**src/hw/rtl/urla_pkg.sv**
```systemverilog
// Shared types and constants for the UART RX line assembler.
package urla_pkg;

  // Default number of line buffer entries
  localparam int LineDepthDef = 32;

  // Width of the line_length and read_index fields
  localparam int LenW = 5;
  localparam int IdxW = 5;

  // Sample number of the stop bit
  localparam logic [3:0] StopSample = 4'd10;

  // Line terminator characters
  localparam logic [7:0] CharCr = 8'h0D;
  localparam logic [7:0] CharLf = 8'h0A;

  // Event codes on the input channel
  typedef enum logic [2:0] {
    CMD_START   = 3'd0,
    CMD_SAMPLE  = 3'd1,
    CMD_PAUSE   = 3'd2,
    CMD_RESUME  = 3'd3,
    CMD_READ    = 3'd4,
    CMD_RELEASE = 3'd5
  } urla_cmd_e;

endpackage

```
**src/hw/rtl/uart_rx_line_assembler_core.sv**
```systemverilog
// UART 8N1 receive event processor with a line buffer.
//
// Input channel: one event per transaction (command_i, rx_level_i,
// read_index_i), taken when in_valid_i is high and in_stall_o is low.
// Output channel: one status transaction per event, taken when
// out_valid_o is high and out_stall_i is low.
// Pipeline: a taken event goes first into the input register, then through
// the state update into the result register, with the buffer read
// registered alongside it.
// Throughput: one event per cycle while out_stall_i is low. The event state,
// the line position and the buffer write all complete in the single update
// stage, so the update itself never stops back-to-back events.
// Stall: while a result waits under out_stall_i, the input register can
// still take one event; in_stall_o rises only when both stages are full.
// Reset (rst_ni low, asynchronous): receiver paused, no character in
// progress, line position zero, buffer unlocked and both stages empty.
// Buffer contents are not cleared; read only entries written since reset.
module uart_rx_line_assembler_core #(
  parameter int LINE_DEPTH = urla_pkg::LineDepthDef
) (
  input  logic                      clk_i,
  input  logic                      rst_ni,
  input  logic                      in_valid_i,
  output logic                      in_stall_o,
  input  logic [2:0]                command_i,
  input  logic                      rx_level_i,
  input  logic [urla_pkg::IdxW-1:0] read_index_i,
  output logic                      out_valid_o,
  input  logic                      out_stall_i,
  output logic [7:0]                entry_data_o,
  output logic                      line_ready_o,
  output logic                      overflowed_o,
  output logic [urla_pkg::LenW-1:0] line_length_o,
  output logic                      char_done_o,
  output logic                      frame_error_o
);

  localparam int AddrW = $clog2(LINE_DEPTH);
  localparam logic [AddrW-1:0] LastPos = AddrW'(LINE_DEPTH - 1);

  // Pipeline control
  logic advance;
  logic commit;

  // Input register
  logic                      s1_valid_q;
  urla_pkg::urla_cmd_e       s1_cmd_q;
  logic                      s1_level_q;
  logic [urla_pkg::IdxW-1:0] s1_idx_q;

  // Receiver and assembler state
  logic             rx_en_q, rx_en_d;
  logic             rcv_q, rcv_d;
  logic [3:0]       bit_cnt_q, bit_cnt_d;
  logic [7:0]       shift_q, shift_d;
  logic [AddrW-1:0] pos_q, pos_d;
  logic             locked_q, locked_d;
  logic             ovf_q, ovf_d;

  // Per-event results
  logic             done_d, ferr_d;
  logic             wr_en;
  logic [7:0]       wr_data;
  logic             rd_hit;
  logic [3:0]       cnt_inc;

  // Result register
  logic                      out_valid_q;
  logic                      out_locked_q;
  logic                      out_ovf_q;
  logic [urla_pkg::LenW-1:0] out_len_q;
  logic                      out_done_q;
  logic                      out_ferr_q;

  assign advance    = !out_valid_q || !out_stall_i;
  assign commit     = s1_valid_q && advance;
  assign in_stall_o = s1_valid_q && !advance;

  // Input register
  always_ff @(posedge clk_i or negedge rst_ni) begin
    if (!rst_ni) begin
      s1_valid_q <= 1'b0;
    end else if (!in_stall_o) begin
      s1_valid_q <= in_valid_i;
    end
  end

  always_ff @(posedge clk_i) begin
    if (in_valid_i && !in_stall_o) begin
      s1_cmd_q   <= urla_pkg::urla_cmd_e'(command_i);
      s1_level_q <= rx_level_i;
      s1_idx_q   <= read_index_i;
    end
  end

  // Event update: receiver framing, line assembly and buffer control
  assign cnt_inc = bit_cnt_q + 4'd1;

  always_comb begin
    logic [7:0] ch;
    rx_en_d  = rx_en_q;
    rcv_d    = rcv_q;
    bit_cnt_d = bit_cnt_q;
    shift_d  = shift_q;
    pos_d    = pos_q;
    locked_d = locked_q;
    ovf_d    = ovf_q;
    done_d   = 1'b0;
    ferr_d   = 1'b0;
    wr_en    = 1'b0;
    wr_data  = 8'h00;
    ch       = shift_q;
    unique case (s1_cmd_q)
      urla_pkg::CMD_START: begin
        if (rx_en_q && !s1_level_q) begin
          rx_en_d   = 1'b0;
          rcv_d     = 1'b1;
          shift_d   = 8'h00;
          bit_cnt_d = 4'd0;
        end
      end
      urla_pkg::CMD_SAMPLE: begin
        if (rcv_q) begin
          bit_cnt_d = cnt_inc;
          if (cnt_inc == 4'd1) begin
            // start bit must be low
            if (s1_level_q) begin
              ferr_d    = 1'b1;
              rcv_d     = 1'b0;
              bit_cnt_d = 4'd0;
              rx_en_d   = 1'b1;
            end
          end else if (cnt_inc >= urla_pkg::StopSample) begin
            // stop bit: frame ends either way
            rcv_d     = 1'b0;
            bit_cnt_d = 4'd0;
            rx_en_d   = 1'b1;
            if (!s1_level_q) begin
              ferr_d = 1'b1;
            end else begin
              done_d = 1'b1;
              if (!locked_q) begin
                wr_en = 1'b1;
                if (shift_q == urla_pkg::CharCr) begin
                  ch = 8'h00;
                end else if (shift_q == urla_pkg::CharLf) begin
                  ch = 8'h00;
                  if (pos_q != '0) begin
                    locked_d = 1'b1;
                  end
                end else if (pos_q == LastPos) begin
                  ch       = 8'h00;
                  locked_d = 1'b1;
                  ovf_d    = 1'b1;
                end
                wr_data = ch;
                if (ch != 8'h00 && pos_q != LastPos) begin
                  pos_d = pos_q + AddrW'(1);
                end
              end
            end
          end else begin
            // data bits arrive LSB first
            shift_d = {s1_level_q, shift_q[7:1]};
          end
        end
      end
      urla_pkg::CMD_PAUSE:  rx_en_d = 1'b0;
      urla_pkg::CMD_RESUME: rx_en_d = 1'b1;
      urla_pkg::CMD_READ:   ;
      urla_pkg::CMD_RELEASE: begin
        locked_d = 1'b0;
        ovf_d    = 1'b0;
        pos_d    = '0;
      end
      default: ;
    endcase
  end

  assign rd_hit = (s1_cmd_q == urla_pkg::CMD_READ) && (int'(s1_idx_q) < LINE_DEPTH);

  // State registers
  always_ff @(posedge clk_i or negedge rst_ni) begin
    if (!rst_ni) begin
      rx_en_q   <= 1'b0;
      rcv_q     <= 1'b0;
      bit_cnt_q <= 4'd0;
      shift_q   <= 8'h00;
      pos_q     <= '0;
      locked_q  <= 1'b0;
      ovf_q     <= 1'b0;
    end else if (commit) begin
      rx_en_q   <= rx_en_d;
      rcv_q     <= rcv_d;
      bit_cnt_q <= bit_cnt_d;
      shift_q   <= shift_d;
      pos_q     <= pos_d;
      locked_q  <= locked_d;
      ovf_q     <= ovf_d;
    end
  end

  // Line buffer
  urla_line_buf #(
    .LineDepth(LINE_DEPTH)
  ) u_line_buf (
    .clk_i    (clk_i),
    .wr_en_i  (commit && wr_en),
    .wr_addr_i(pos_q),
    .wr_data_i(wr_data),
    .rd_en_i  (advance),
    .rd_hit_i (s1_valid_q && rd_hit),
    .rd_addr_i(AddrW'(s1_idx_q)),
    .rd_data_o(entry_data_o)
  );

  // Result register
  always_ff @(posedge clk_i or negedge rst_ni) begin
    if (!rst_ni) begin
      out_valid_q <= 1'b0;
    end else if (advance) begin
      out_valid_q <= s1_valid_q;
    end
  end

  always_ff @(posedge clk_i) begin
    if (commit) begin
      out_locked_q <= locked_d;
      out_ovf_q    <= ovf_d;
      out_len_q    <= urla_pkg::LenW'(pos_d);
      out_done_q   <= done_d;
      out_ferr_q   <= ferr_d;
    end
  end

  assign out_valid_o   = out_valid_q;
  assign line_ready_o  = out_locked_q;
  assign overflowed_o  = out_ovf_q;
  assign line_length_o = out_len_q;
  assign char_done_o   = out_done_q;
  assign frame_error_o = out_ferr_q;

`ifndef SYNTHESIS
  // overflow only ever happens together with a lock
  assert property (@(posedge clk_i) disable iff (!rst_ni) ovf_q |-> locked_q)
    else $error("overflow flag set on an unlocked buffer");

  // bit counter stays below the stop sample and is zero when idle
  assert property (@(posedge clk_i) disable iff (!rst_ni)
                   bit_cnt_q < urla_pkg::StopSample)
    else $error("bit counter ran past the stop sample");

  assert property (@(posedge clk_i) disable iff (!rst_ni) !rcv_q |-> bit_cnt_q == 4'd0)
    else $error("bit counter nonzero while not receiving");

  // a result never reports both a good character and a framing error
  assert property (@(posedge clk_i) disable iff (!rst_ni)
                   out_valid_q |-> !(out_done_q && out_ferr_q))
    else $error("char_done and frame_error both set");
`endif

endmodule

```
**src/hw/rtl/urla_line_buf.sv**
```systemverilog
// Line buffer memory: one write port, one registered read port.
module urla_line_buf #(
  parameter int LineDepth = urla_pkg::LineDepthDef,
  localparam int AddrW = $clog2(LineDepth)
) (
  input  logic             clk_i,
  input  logic             wr_en_i,
  input  logic [AddrW-1:0] wr_addr_i,
  input  logic [7:0]       wr_data_i,
  input  logic             rd_en_i,
  input  logic             rd_hit_i,
  input  logic [AddrW-1:0] rd_addr_i,
  output logic [7:0]       rd_data_o
);

  logic [7:0] mem_q [LineDepth];
  logic [7:0] rd_data_q;

  // Write port
  always_ff @(posedge clk_i) begin
    if (wr_en_i) begin
      mem_q[wr_addr_i] <= wr_data_i;
    end
  end

  // Read port: data held while the result stage is stalled, zero on a miss
  always_ff @(posedge clk_i) begin
    if (rd_en_i) begin
      rd_data_q <= rd_hit_i ? mem_q[rd_addr_i] : 8'h00;
    end
  end

  assign rd_data_o = rd_data_q;

endmodule

```
**config.mk**
```make
export PLATFORM = sky130hd
export DESIGN_NAME = uart_rx_line_assembler_core
export DESIGN_NICKNAME = d
export VERILOG_FILES = /design/src/hw/rtl/urla_pkg.sv /design/src/hw/rtl/uart_rx_line_assembler_core.sv /design/src/hw/rtl/urla_line_buf.sv
export SDC_FILE = /design/constraint.sdc
export NUM_CORES = 1
export LEC_CHECK = 0
export ABC_AREA = 1
export BUFFER_PORTS_ARGS = -buffer_cell sky130_fd_sc_hd__clkbuf_2
export CAP_MARGIN = 25
export CORE_MARGIN = 4
export CORE_UTILIZATION = 57
export CTS_CLUSTER_SIZE = 8
export DETAILED_ROUTE_END_ITERATION = 7
export HOLD_SLACK_MARGIN = 0.05
export PLACE_DENSITY = 0.78
export SLEW_MARGIN = 20
export SYNTH_ARGS = -nofsm -noshare
export SYNTH_HDL_FRONTEND = slang
export SYNTH_SLANG_ARGS = --single-unit
```
**constraint.sdc**
```tcl
create_clock -name clk_i -period 5 [get_ports clk_i]
set_input_delay 0.25 -clock clk_i [delete_from_list [all_inputs] [get_ports clk_i]]
set_output_delay 0.25 -clock clk_i [all_outputs]
set_load 0.02 [all_outputs]
```
==> Flow_metrics.wiki, run 1 <==
{| class="wikitable"
! Metric !! Value
|-
| Status || finished, final reports clean
|-
| Fill count || 1549
|-
| Synthesis-to-finish area growth || 14.26%
|-
| Multiplexer fraction of the synthesized cell area || 0
|-
| Via density || 6.119
|-
| Count of cells along the worst register-to-register path || 9
|-
| Worst-Margin Slew || 1.060 ns
|-
| Arrival @ worst endpoint || 3.15 ns
|-
| Total I/O pin count || 32
|-
| Die outline width || 156.5 µm
|-
| Synthesized Nets || 1038
|-
| Final-stage net count || approximately 1100
|-
| Cells along the critical path || ha_1 > xnor2_1 > nand2_1 > nand2_2 > nor3_4 > nand2_4 > nor2_8 > nand2_4 > nor2_1
|-
| Number of H-tree levels || 2
|-
| Tightest hold margin || 0.2778 ns
|-
| Initial core utilization || 0.5774
|-
| Setup TNS || 0 ns
|-
| Number of max-capacitance violations reported || 0
|-
| Cell area after synthesis || 12560 µm²
|-
| Part of the cycle the worst path needs || 0.6008
|-
| Total Routing Usage GR || 0.2367
|-
| Average wire length per cell after detail routing || about 21 µm
|-
| LEAKAGE || 5.620 nW
|-
| Chip Height || 156.5 µm
|-
| Clk root buf || clkbuf_16
|-
| Core Rows || 54
|-
| Largest stage delay, worst path || 0.72 ns
|-
| Synth Instances || slightly above 1000
|-
| Number of antenna violations at the first check in global routing || 0
|-
| First-pass GRT wire length || about 45000 µm
|-
| Post-Synthesis Mean Instance Area || 12.35 µm²
|-
| Share of async-settable or async-resettable flops after synthesis || 0.07541
|-
| Worst voltage drop across the vdd grid || 267.5 µV
|-
| Total placed cells including tap cells || approximately 1300
|-
| Initial DRC count || 889
|-
| CORE AREA || ~22000 µm²
|-
| Clock insertion delay at the later pin of the skew report || around 0.53 ns
|-
| Sum of buffers and inverters on the critical path || 0
|-
| WL final || 28660 µm
|-
| Synth Area in Simple Gates || 0.1235
|-
| Worst Setup End Kind || register
|-
| Maximum frequency from static timing analysis || 332.9 MHz
|-
| Clock tree from TritonCTS || yes
|-
| Count of clock tree sinks || 305
|-
| Sequential fraction of the synthesis area || 0.7199
|-
| Kind of cell with the highest combined delay on the critical path || simple AND/OR/NAND/NOR gates
|-
| Area share of the leading cell type in the synthesized netlist || 0.6741
|-
| Clock-pin slew reported for the worst setup and hold paths after clock tree synthesis || approximately 0.050 ns
|-
| Post-route ant nets || 0
|-
| Maximum number of pins on one net before global-route repair || 108
|-
| Crit-path max FO || 9
|-
| CP Depth || 9
|-
| Fraction of final layout cells with drive strength greater than 1 || 0.1151
|-
| Final non-filler cell total || 1366
|-
| Area share of fa/ha/maj cells after synthesis || 0.007968
|-
| Final critical path time including I/O delays and setup || 3.004 ns
|-
| Number of warnings issued by yosys || 0
|-
| Total of flip-flops plus latches after synthesis || 305
|-
| Data required, critical path || 5.15 ns
|-
| Final max-slew violation count || 0
|-
| Number of remaining DRC errors || 0
|-
| Number of input and output port buffers inserted || 31
|-
| Final RePlAce weighted congestion || around 0.87
|-
| Crit path kind || register to register
|-
| Area leader, netlist || edfxtp_1
|-
| Via count of the first global-routing pass || 8377
|-
| Slack of the worst reg-to-reg path || 2.00 ns
|-
| Synth cell count leaders || edfxtp_1 (282), nor2_1 (198), o21ai_0 (147), nand2_1 (75), nand3_1 (54)
|-
| Most frequent cell after synthesis || edfxtp_1
|-
| Pwr Density || 401.3 nW/µm²
|-
| XOR/XNOR share of the synthesized area || 0.002689
|-
| Clock Path Buffers || 3
|-
| Antenna fix cells || 0
|-
| Die outline area || about 24000 µm²
|-
| Pre-antenna DRT Iters || 6
|-
| Type of element launching the critical path || register
|-
| Dominant combinational cell family by area after synthesis || simple AND/OR/NAND/NOR gates
|-
| Most frequent cell on the critical path || nand2_4
|-
| Number of CTS-inserted buffers || 44
|-
| Hold WC Path Type || input port to async pin
|-
| HPWL reported at the end of detailed placement || approximately 17000 µm
|-
| RSZ-0062 raised after global routing || no
|-
| Overflow after GRT || 0
|-
| Post-synthesis compound-gate area fraction || 0.1148
|-
| Setup Skew || roughly 0.021 ns
|-
| Via count || 8358
|-
| Number of gates given a new drive strength after cts || 0
|-
| Utilization after layout || 0.6598
|-
| Headroom to the max-slew limit || 0.2931
|-
| Ys flop type || edfxtp_1
|-
| Final number of hold-violating endpoints || 0
|-
| Number of distinct library cells after synthesis || 40
|-
| Cell at the slowest stage of the critical path || nor2_1
|-
| Leading post-synthesis cells by cell area || edfxtp_1 (67%), nor2_1 (5.9%), o21ai_0 (5.9%)
|-
| Number of synthesized flops with an enable pin || 282
|-
| Setup Viol. Count Final || 0
|}
routing by layer:
layer	part of all wire	up-vias	track usage
li1	-	3826	-
met1	0.39	4011	0.3177
met2	0.48	438	0.3833
met3	0.095	83	0.04508
met4	0.039	0	0.1008
met5	0	-	0
cells by family (layout without fill, tap and decap cells):
| family | after synthesis | in the layout |
|---|---|---|
| buffers and inverters | 100 | 169 |
| DFF | 305 | 305 |
| AOI/OAI and AO/OA | 242 | 242 |
| xor gates and xnor gates | 3 | 3 |
| adders and majority gates | 8 | 8 |
| and+or+nand+nor | 359 | 359 |
registers in the layout, summed over array words and instances (netlist names), 3 cells and up:
| signal | flops |
|---|---|
| u_line_buf.mem_q | 256 |
| shift_q | 8 |
| u_line_buf.rd_data_o | 8 |
| line_length_o | 5 |
| pos_q | 5 |
| s1_idx_q | 5 |
| bit_cnt_q | 4 |
| s1_cmd_q | 3 |
report_power, final:
group / total (mW) / internal [mW] / switching, mW
Sequential: 2.81 / 2.79 / 0.0225
Clock: 2.61 / 1.62 / 0.987
Combinational: 0.343 / 0.102 / 0.241
timing repair:
action,4_1_cts,5_1_grt
buffers inserted,0,0
endpoints found under the hold margin,33,0
hold buffers,11,0
placed cells by master (no fill, tap or decap), types with 8 or more instances in the layout:
cell type / instances
edfxtp_1: 282
nor2_1: 196
o21ai_0: 147
nand2_1: 75
nand3_1: 54
o221ai_1: 52
clkbuf_16: 45
inv_1: 40
clkbuf_2: 31
dfrtp_1: 23
clkbuf_1: 15
buf_4: 14
a21oi_1: 11
o21ai_1: 11
dlygate4sd3_1: 11
o22ai_1: 10
ha_1: 8
cell type report:
type | count | area, µm² | area share
clock buffers | 60 | 1182 | 0.08237
clock inverters | 3 | 26.28 | 0.001831
inverters | 49 | 187.7 | 0.01308
multi-input cells | 612 | 3173 | 0.2211
flip-flops and latches | 305 | 9044 | 0.6301
well taps | 280 | 350.3 | 0.02441
repair buffers | 57 | 390.4 | 0.02720
per-stage QoR:
stage               total power, mW  setup slack (ns)  instance area [µm²]
global placement              3.181             2.054                13030
floorplan                     3.077             1.917                12560
global route                  5.953             1.740                14350
CTS                           5.779             1.949                14350
detailed placement            3.187             1.981                13040
finish                        5.760             1.996                14350
worst paths after layout:
kind                               from                     end
min                              rst_ni                 rx_en_q
max                        bit_cnt_q[0]  u_line_buf.mem_q[6][0]
max reg2reg                bit_cnt_q[0]  u_line_buf.mem_q[6][0]
min reg2reg                     rx_en_q                 rx_en_q
max in group asynchronous        rst_ni            bit_cnt_q[0]
min in group clk_i          out_stall_i             out_valid_o
No activity file was read; power rests on OpenSTA's default activity.
==> inputs of run 2 (changes only) <==
--- a/config.mk
+++ b/config.mk
@@ -9,11 +9,11 @@
 export BUFFER_PORTS_ARGS = -buffer_cell sky130_fd_sc_hd__clkbuf_2
 export CAP_MARGIN = 25
 export CORE_MARGIN = 4
-export CORE_UTILIZATION = 57
+export CORE_UTILIZATION = 56
 export CTS_CLUSTER_SIZE = 8
 export DETAILED_ROUTE_END_ITERATION = 7
 export HOLD_SLACK_MARGIN = 0.05
-export PLACE_DENSITY = 0.78
+export PLACE_DENSITY = 0.79
 export SLEW_MARGIN = 20
 export SYNTH_ARGS = -nofsm -noshare
 export SYNTH_HDL_FRONTEND = slang
==> constraint.sdc (replaced) <==
create_clock -name clk_i -period 2.45 [get_ports clk_i]
set_input_delay 0.1225 -clock clk_i [delete_from_list [all_inputs] [get_ports clk_i]]
set_output_delay 0.1225 -clock clk_i [all_outputs]
set_load 0.02 [all_outputs]
==> Flow_metrics.wiki, run 2 (synthesis results as in run 1) <==
{| class="wikitable"
! Metric !! Value
|-
| Status || finished, final reports clean
|-
| Crit path kind || register to register
|-
| Number of H-tree levels || 2 (unchanged)
|-
| Number of remaining DRC errors || 0 (unchanged)
|-
| Final RePlAce weighted congestion || 0.8781 (+1.2%)
|-
| Clock-pin slew reported for the worst setup and hold paths after clock tree synthesis || 0.05 ns (about the same)
|-
| Die outline area || 24890 µm² (+1.7%)
|-
| Synthesis-to-finish area growth || 18.69%
|-
| Final critical path time including I/O delays and setup || 2.362 ns (-0.6416 ns)
|-
| Count of clock tree sinks || 305 (unchanged)
|-
| Max reg flops || 256 (unchanged)
|-
| Clock tree from TritonCTS || yes
|-
| Instance area after placement || 13570 µm² (+4.1%)
|-
| Largest stage delay, worst path || 0.37 ns (-0.35 ns)
|-
| Pwr Density || 787.0 nW/µm² (+96%)
|-
| Commonest non-fill, non-tap cells in the layout || edfxtp_1 (282), nor2_1 (195), o21ai_0 (147)
|-
| Part of the cycle the worst path needs || 0.9642 (+0.3634)
|-
| LEAKAGE || 5.601 nW (-0.35%)
|-
| Pre-antenna DRT Iters || 5 (-1)
|-
| Data required, critical path || 2.71 ns (-2.44 ns)
|-
| Headroom to the max-slew limit || 0.5632 (+0.2701)
|-
| Worst voltage drop across the vdd grid || 452.5 µV (+69%)
|-
| Initial core utilization || 0.5721 (-0.005330)
|-
| Endpoint of the worst-slack reg-to-reg timing path || line_length_o[4]
|-
| Crit-path max FO || 8 (-1)
|-
| Clk root buf || clkbuf_16
|-
| Antenna fix cells || 0 (unchanged)
|-
| Clock insertion delay at the later pin of the skew report || 0.52 ns (about the same)
|-
| Post-route ant nets || 0 (unchanged)
|-
| Worst Setup End Kind || register
|-
| CORE AREA || 21960 µm² (+0.93%)
|-
| Maximum frequency from static timing analysis || 423.3 MHz (+27%)
|-
| Total power draw || 11.73 mW (+100%)
|-
| Final-stage net count || 1144 (+5.0%)
|-
| Via count of the first global-routing pass || 8412 (+0.42%)
|-
| Maximum number of pins on one net before global-route repair || 131 (+21%)
|-
| Chip Height || 157.8 µm (+0.84%)
|-
| Fraction of final layout cells with drive strength greater than 1 || 0.1615 (+0.04644)
|-
| Worst-Margin Slew || 0.6546 ns (-0.4058 ns)
|-
| Cells along the critical path || ha_2 > inv_1 > nor3_2 > ha_2 > inv_1 > nand2_2 > nor2_1 > nor2_1 > nand4_1 > nand2_2 > nand2_1 > a21boi_1
|-
| Number of antenna violations at the first check in global routing || 0 (unchanged)
|-
| Worst setup startpoint || pos_q[0]
|-
| Arrival @ worst endpoint || 2.62 ns (-0.53 ns)
|-
| Average wire length per cell after detail routing || 20.52 µm (-2.2%)
|-
| Termination of the worst setup path || line_length_o[4]
|-
| Type of element launching the critical path || register
|-
| Number of input and output port buffers inserted || 31 (unchanged)
|-
| Overflow after GRT || 0 (unchanged)
|-
| Final max-slew violation count || 0 (unchanged)
|-
| First-pass GRT wire length || 45680 µm (+2.1%)
|-
| Total I/O pin count || 32 (unchanged)
|-
| Clock Path Buffers || 3 (unchanged)
|-
| Slack of the worst reg-to-reg path || 0.09 ns (-1.91 ns)
|-
| Number of max-capacitance violations reported || 0 (unchanged)
|-
| Via count || 8515 (+1.9%)
|-
| Tightest hold margin || 0.08512 ns (-0.1927 ns)
|-
| Number of CTS-inserted buffers || 44 (unchanged)
|-
| Most common library cell in the layout ignoring fill and taps || edfxtp_1
|-
| Hold WC Path Type || input port to register
|-
| Core Rows || 54 (unchanged)
|-
| Die outline width || 157.8 µm (+0.84%)
|-
| Final number of hold-violating endpoints || 0 (unchanged)
|-
| Via density || 6.001 (-1.9%)
|-
| Count of cells along the worst register-to-register path || 12 (+3)
|-
| Setup Viol. Count Final || 0 (unchanged)
|-
| Total Routing Usage GR || 0.2378 (+0.001106)
|-
| WL final || 29110 µm (+1.6%)
|-
| Startpoint of the worst-slack reg-to-reg timing path || pos_q[0]
|-
| Initial DRC count || 904 (+1.7%)
|-
| Setup Skew || 0.01769 ns (-0.003681 ns)
|-
| Final instance area || 14910 µm² (+3.9%)
|-
| Largest register by flop count || u_line_buf.mem_q
|-
| Cell at the slowest stage of the critical path || dfrtp_1
|-
| HPWL reported at the end of detailed placement || 17190 µm (+3.1%)
|}
-- run 2: cell types whose count changed in the layout (fill, tap and decap cells not counted), sizes merged --
cell	before	now
buf	15	69
inv	47	45
clkbuf	91	92
-- run 2: how the worst min path moves through the flow --
stage,depth (start not counted),endpoint,from
2_1_floorplan,0,bit_cnt_q[0],rst_ni
4_1_cts,4,out_valid_o,out_stall_i
5_1_grt,4,out_valid_o,out_stall_i
3_5_place_dp,1,pos_q[3],rst_ni
3_3_place_gp,1,out_valid_o,rst_ni
6_report,4,out_valid_o,out_stall_i
-- run 2: through the flow --
step                      TNS (ns)  std cells  setup WS [ns]  utilization
after detailed placement         0       1345         0.1269       0.6181
after global placement           0       1345         0.1994       0.6181
after floorplan             -13.48       1017       -0.09777            -
after global routing       -0.1859       1419       -0.05112       0.6790
final                            0       1419        0.08783       0.6790
after CTS                        0       1418         0.1247       0.6776
-- run 2: power by group --
| part | leakage (nW) | internal (mW) | switching (mW) |
|---|---|---|---|
| combinational | 1.80 | 0.219 | 0.487 |
| clock | 0.578 | 3.30 | 2.01 |
| sequential | 3.22 | 5.69 | 0.0357 |
-- run 2: what timing repair did --
| item | in CTS | in global routing |
|---|---|---|
| setup endpoints to repair | 0 | 14 |
| buffers inserted | 0 | 1 |
| hold endpoints to repair | 33 | 0 |
| gates resized for setup | 0 | 8 |
| hold buffers | 11 | 0 |
-- run 2: layout make-up --
cell class	instances	area, µm²
fill	1462	7049
clock buffer	61	1186
clock inverter	1	8.758
tap	280	350.3
timing repair buffer	111	912.1
sequential	305	9044
inverter	49	187.7
multi-input combinational	612	3221
-- run 2: routing by layer --
| layer | share of wire | track usage | vias to the layer above |
|---|---|---|---|
| met4 | 0.031 | 0.08849 | 0 |
| met1 | 0.39 | 0.3197 | 4129 |
| li1 | - | - | 3933 |
| met5 | 0 | 0 | - |
| met2 | 0.50 | 0.3887 | 389 |
| met3 | 0.083 | 0.04784 | 64 |
-- run 2: worst max-delay path: cells and delay by family (launching register included) --
kind	cells	cell delay (ns)
AOI/OAI and AO/OA	1	0.13
adders and majority gates	2	0.40
buffers and inverters	2	0.14
DFF	1	0.37
and+or+nand+nor	7	1.07
==> inputs of run 3 (changes only) <==
--- a/config.mk
+++ b/config.mk
@@ -8,8 +8,10 @@
 export ABC_AREA = 1
 export BUFFER_PORTS_ARGS = -buffer_cell sky130_fd_sc_hd__clkbuf_2
 export CAP_MARGIN = 25
+export CELL_PAD_IN_SITES_DETAIL_PLACEMENT = 0
+export CELL_PAD_IN_SITES_GLOBAL_PLACEMENT = 1
 export CORE_MARGIN = 4
-export CORE_UTILIZATION = 56
+export CORE_UTILIZATION = 46
 export CTS_CLUSTER_SIZE = 8
 export DETAILED_ROUTE_END_ITERATION = 7
 export HOLD_SLACK_MARGIN = 0.05
==> Flow_metrics.wiki, run 3 (synthesis results as in run 1) <==
{| class="wikitable"
! Metric !! Value
|-
| Status || finished, final reports clean
|-
| Pwr Density || 792.7 nW/µm² (+0.73%)
|-
| Setup Viol. Count Final || 0 (unchanged)
|-
| Antenna fix cells || 0 (unchanged)
|-
| Worst setup startpoint || bit_cnt_q[0]
|-
| Net switching fraction of the power || 0.2153 (-0.0002597)
|-
| Via density || 5.697 (-5.1%)
|-
| LEAKAGE || 5.646 nW (+0.81%)
|-
| Synthesis-to-finish area growth || 20.02%
|-
| Clk root buf || clkbuf_16
|-
| Max reg flops || 256 (unchanged)
|-
| Final max-slew violation count || 0 (unchanged)
|-
| Hold WC Path Type || input port to register
|-
| Final non-filler cell total || 1483 (+4.5%)
|-
| Fraction of final layout cells with drive strength greater than 1 || 0.1585 (-0.003051)
|-
| Number of max-capacitance violations reported || 0 (unchanged)
|-
| Final-stage net count || 1145 (+0.087%)
|-
| Count of cells along the worst register-to-register path || 11 (-1)
|-
| Data required, critical path || 2.67 ns (-0.04 ns)
|-
| Crit path kind || register to register
|-
| Count of clock tree sinks || 305 (unchanged)
|-
| Maximum frequency from static timing analysis || 441.0 MHz (+4.2%)
|-
| Storage element area || 9044 µm² (unchanged)
|-
| Average wire length per cell after detail routing || 20.95 µm (+2.1%)
|-
| Final critical path time including I/O delays and setup || 2.268 ns (-0.09441 ns)
|-
| Clock tree from TritonCTS || yes
|-
| Sequential fraction of design power || 0.479 (-0.009)
|-
| Number of antenna violations at the first check in global routing || 0 (unchanged)
|-
| Worst Setup End Kind || register
|-
| Clock-pin slew reported for the worst setup and hold paths after clock tree synthesis || 0.05 ns (about the same)
|-
| Termination of the worst setup path || u_line_buf.mem_q[31][6]
|-
| Startpoint of the worst-slack reg-to-reg timing path || bit_cnt_q[0]
|-
| Die outline area || 30020 µm² (+21%)
|-
| Endpoint of the worst-slack reg-to-reg timing path || u_line_buf.mem_q[31][6]
|-
| Arrival @ worst endpoint || 2.49 ns (-0.13 ns)
|-
| Combined area of the multi-input logic cells || 3201 µm² (-0.62%)
|-
| Switching power summed over all nets || 2.573 mW (+1.7%)
|-
| Crit-path max FO || 8 (unchanged)
|-
| Part of the power in the clock network || 0.462 (+0.010)
|-
| Worst-Margin Slew || 0.6366 ns (-0.01797 ns)
|-
| RSZ-0062 raised after global routing || no
|-
| Largest register by flop count || u_line_buf.mem_q
|-
| Total placed cells including tap cells || 1407 (+4.6%)
|-
| Part of the cycle the worst path needs || 0.9256 (-0.03853)
|-
| HPWL reported at the end of detailed placement || 18760 µm (+9.1%)
|-
| Post-route ant nets || 0 (unchanged)
|-
| Maximum number of pins on one net before global-route repair || 106 (-19%)
|-
| Number of CTS-inserted buffers || 44 (unchanged)
|-
| Total I/O pin count || 32 (unchanged)
|-
| Most common library cell in the layout ignoring fill and taps || edfxtp_1
|-
| Worst voltage drop across the vdd grid || 487.1 µV (+7.7%)
|-
| Number of H-tree levels || 2 (unchanged)
|-
| Utilization after layout || 0.5610 (-0.1180)
|-
| CORE AREA || 26880 µm² (+22%)
|-
| Number of remaining DRC errors || 0 (unchanged)
|-
| Comb pwr share || 0.059 (about the same)
|-
| Commonest non-fill, non-tap cells in the layout || edfxtp_1 (282), nor2_1 (196), o21ai_0 (147)
|-
| WL final || 31070 µm (+6.7%)
|-
| Core Rows || 60 (+11%)
|-
| Clock insertion delay at the later pin of the skew report || 0.53 ns (about the same)
|-
| Final RePlAce weighted congestion || 0.8675 (-1.2%)
|-
| Cell-internal power || 9.379 mW (+1.9%)
|-
| Number of input and output port buffers inserted || 31 (unchanged)
|-
| Slack of the worst reg-to-reg path || 0.18 ns (+0.09 ns)
|-
| Headroom to the max-slew limit || 0.5756 (+0.01246)
|-
| Via count of the first global-routing pass || 8293 (-1.4%)
|-
| Overflow after GRT || 0 (unchanged)
|-
| Total Routing Usage GR || 0.2053 (-0.03252)
|-
| Pre-antenna DRT Iters || 6 (+1)
|-
| First-pass GRT wire length || 48460 µm (+6.1%)
|-
| Final number of hold-violating endpoints || 0 (unchanged)
|-
| Chip Height || 173.3 µm (+9.8%)
|-
| Type of element launching the critical path || register
|-
| Via count || 8449 (-0.78%)
|-
| Initial DRC count || 909 (+0.55%)
|-
| Fill count || 2163 (+48%)
|-
| Initial core utilization || 0.4674 (-0.1047)
|-
| Setup Skew || 0.01826 ns (+0.0005699 ns)
|-
| Setup TNS || 0 ns (unchanged)
|-
| Die outline width || 173.3 µm (+9.8%)
|-
| Clock Path Buffers || 3 (unchanged)
|}
==> run 3: cell types whose count changed in the layout (fill, tap and decap cells not counted), sizes merged <==
| cell | delta |
|---|---|
| clkinvlp | +1 |
| buf | +1 |
| clkinv | -1 |
| bufinv | +1 |
| clkbuf | +1 |
==> run 3: through the flow <==
| stage | hold WS, ns | setup slack, ns | instance area [µm²] | total power [mW] |
|---|---|---|---|---|
| detailed placement | 0.1844 | -0.04624 | 13690 | 6.509 |
| global route | 0.1490 | 0.01112 | 15080 | 12.34 |
| finish | 0.07214 | 0.1822 | 15080 | 11.95 |
| floorplan | -0.1731 | -0.09777 | 12590 | 6.255 |
| CTS | 0.06490 | 0.1470 | 15070 | 12.03 |
| global placement | 0.1829 | 0.01747 | 13690 | 6.505 |
==> run 3: cell type report <==
type                       count  area share
clock buffer                  62     0.08033
clock inverter                 2    0.003071
inverter                      49     0.01270
multi-input combinational    612      0.2123
sequential                   305      0.5998
tap                          341     0.02830
timing repair buffer         112     0.06349
==> run 3: how the worst min path moves through the flow <==
stage	cells after the start	slack, ns	startpoint	endpoint
2_1_floorplan	0	-0.17	rst_ni	bit_cnt_q[0]
3_3_place_gp	1	0.18	rst_ni	pos_q[3]
3_5_place_dp	1	0.18	rst_ni	pos_q[3]
4_1_cts	5	0.06	out_stall_i	s1_valid_q
5_1_grt	5	0.15	out_stall_i	s1_valid_q
6_report	5	0.07	out_stall_i	s1_valid_q
==> run 3: routing by layer <==
metal | part of all wire | track usage
met1 | 0.44 | 0.3054
met2 | 0.47 | 0.3183
met5 | 0 | 0
met4 | 0.018 | 0.05022
met3 | 0.077 | 0.03664
==> run 3: power by group through the flow <==
| stage | registers [mW] | clock network (mW) | logic [mW] |
|---|---|---|---|
| floorplan | 5.84 | 0 | 0.411 |
| global placement | 5.82 | 0 | 0.685 |
| detailed placement | 5.82 | 0 | 0.689 |
| CTS | 5.73 | 5.60 | 0.704 |
| global route | 5.73 | 5.84 | 0.771 |
| finish | 5.73 | 5.52 | 0.705 |
==> run 3: worst max-delay path: stages (launching register included) <==
cell     delay (ns)
dfrtp_1        0.40
inv_1          0.09
ha_1           0.30
nor2_1         0.05
nand2_1        0.07
nand2_2        0.10
nor3_4         0.19
nand2_4        0.10
nor2_8         0.17
nand2_4        0.16
nor2_1         0.15
buf_4          0.19
==> run 3: timing repair <==
item	in CTS	in global routing
gates resized for setup	0	2
pin swaps	1	0
hold buffers	11	0
cloned	0	0
setup buffers	1	0
hold endpoints to repair	33	0
setup endpoints to repair	3	2
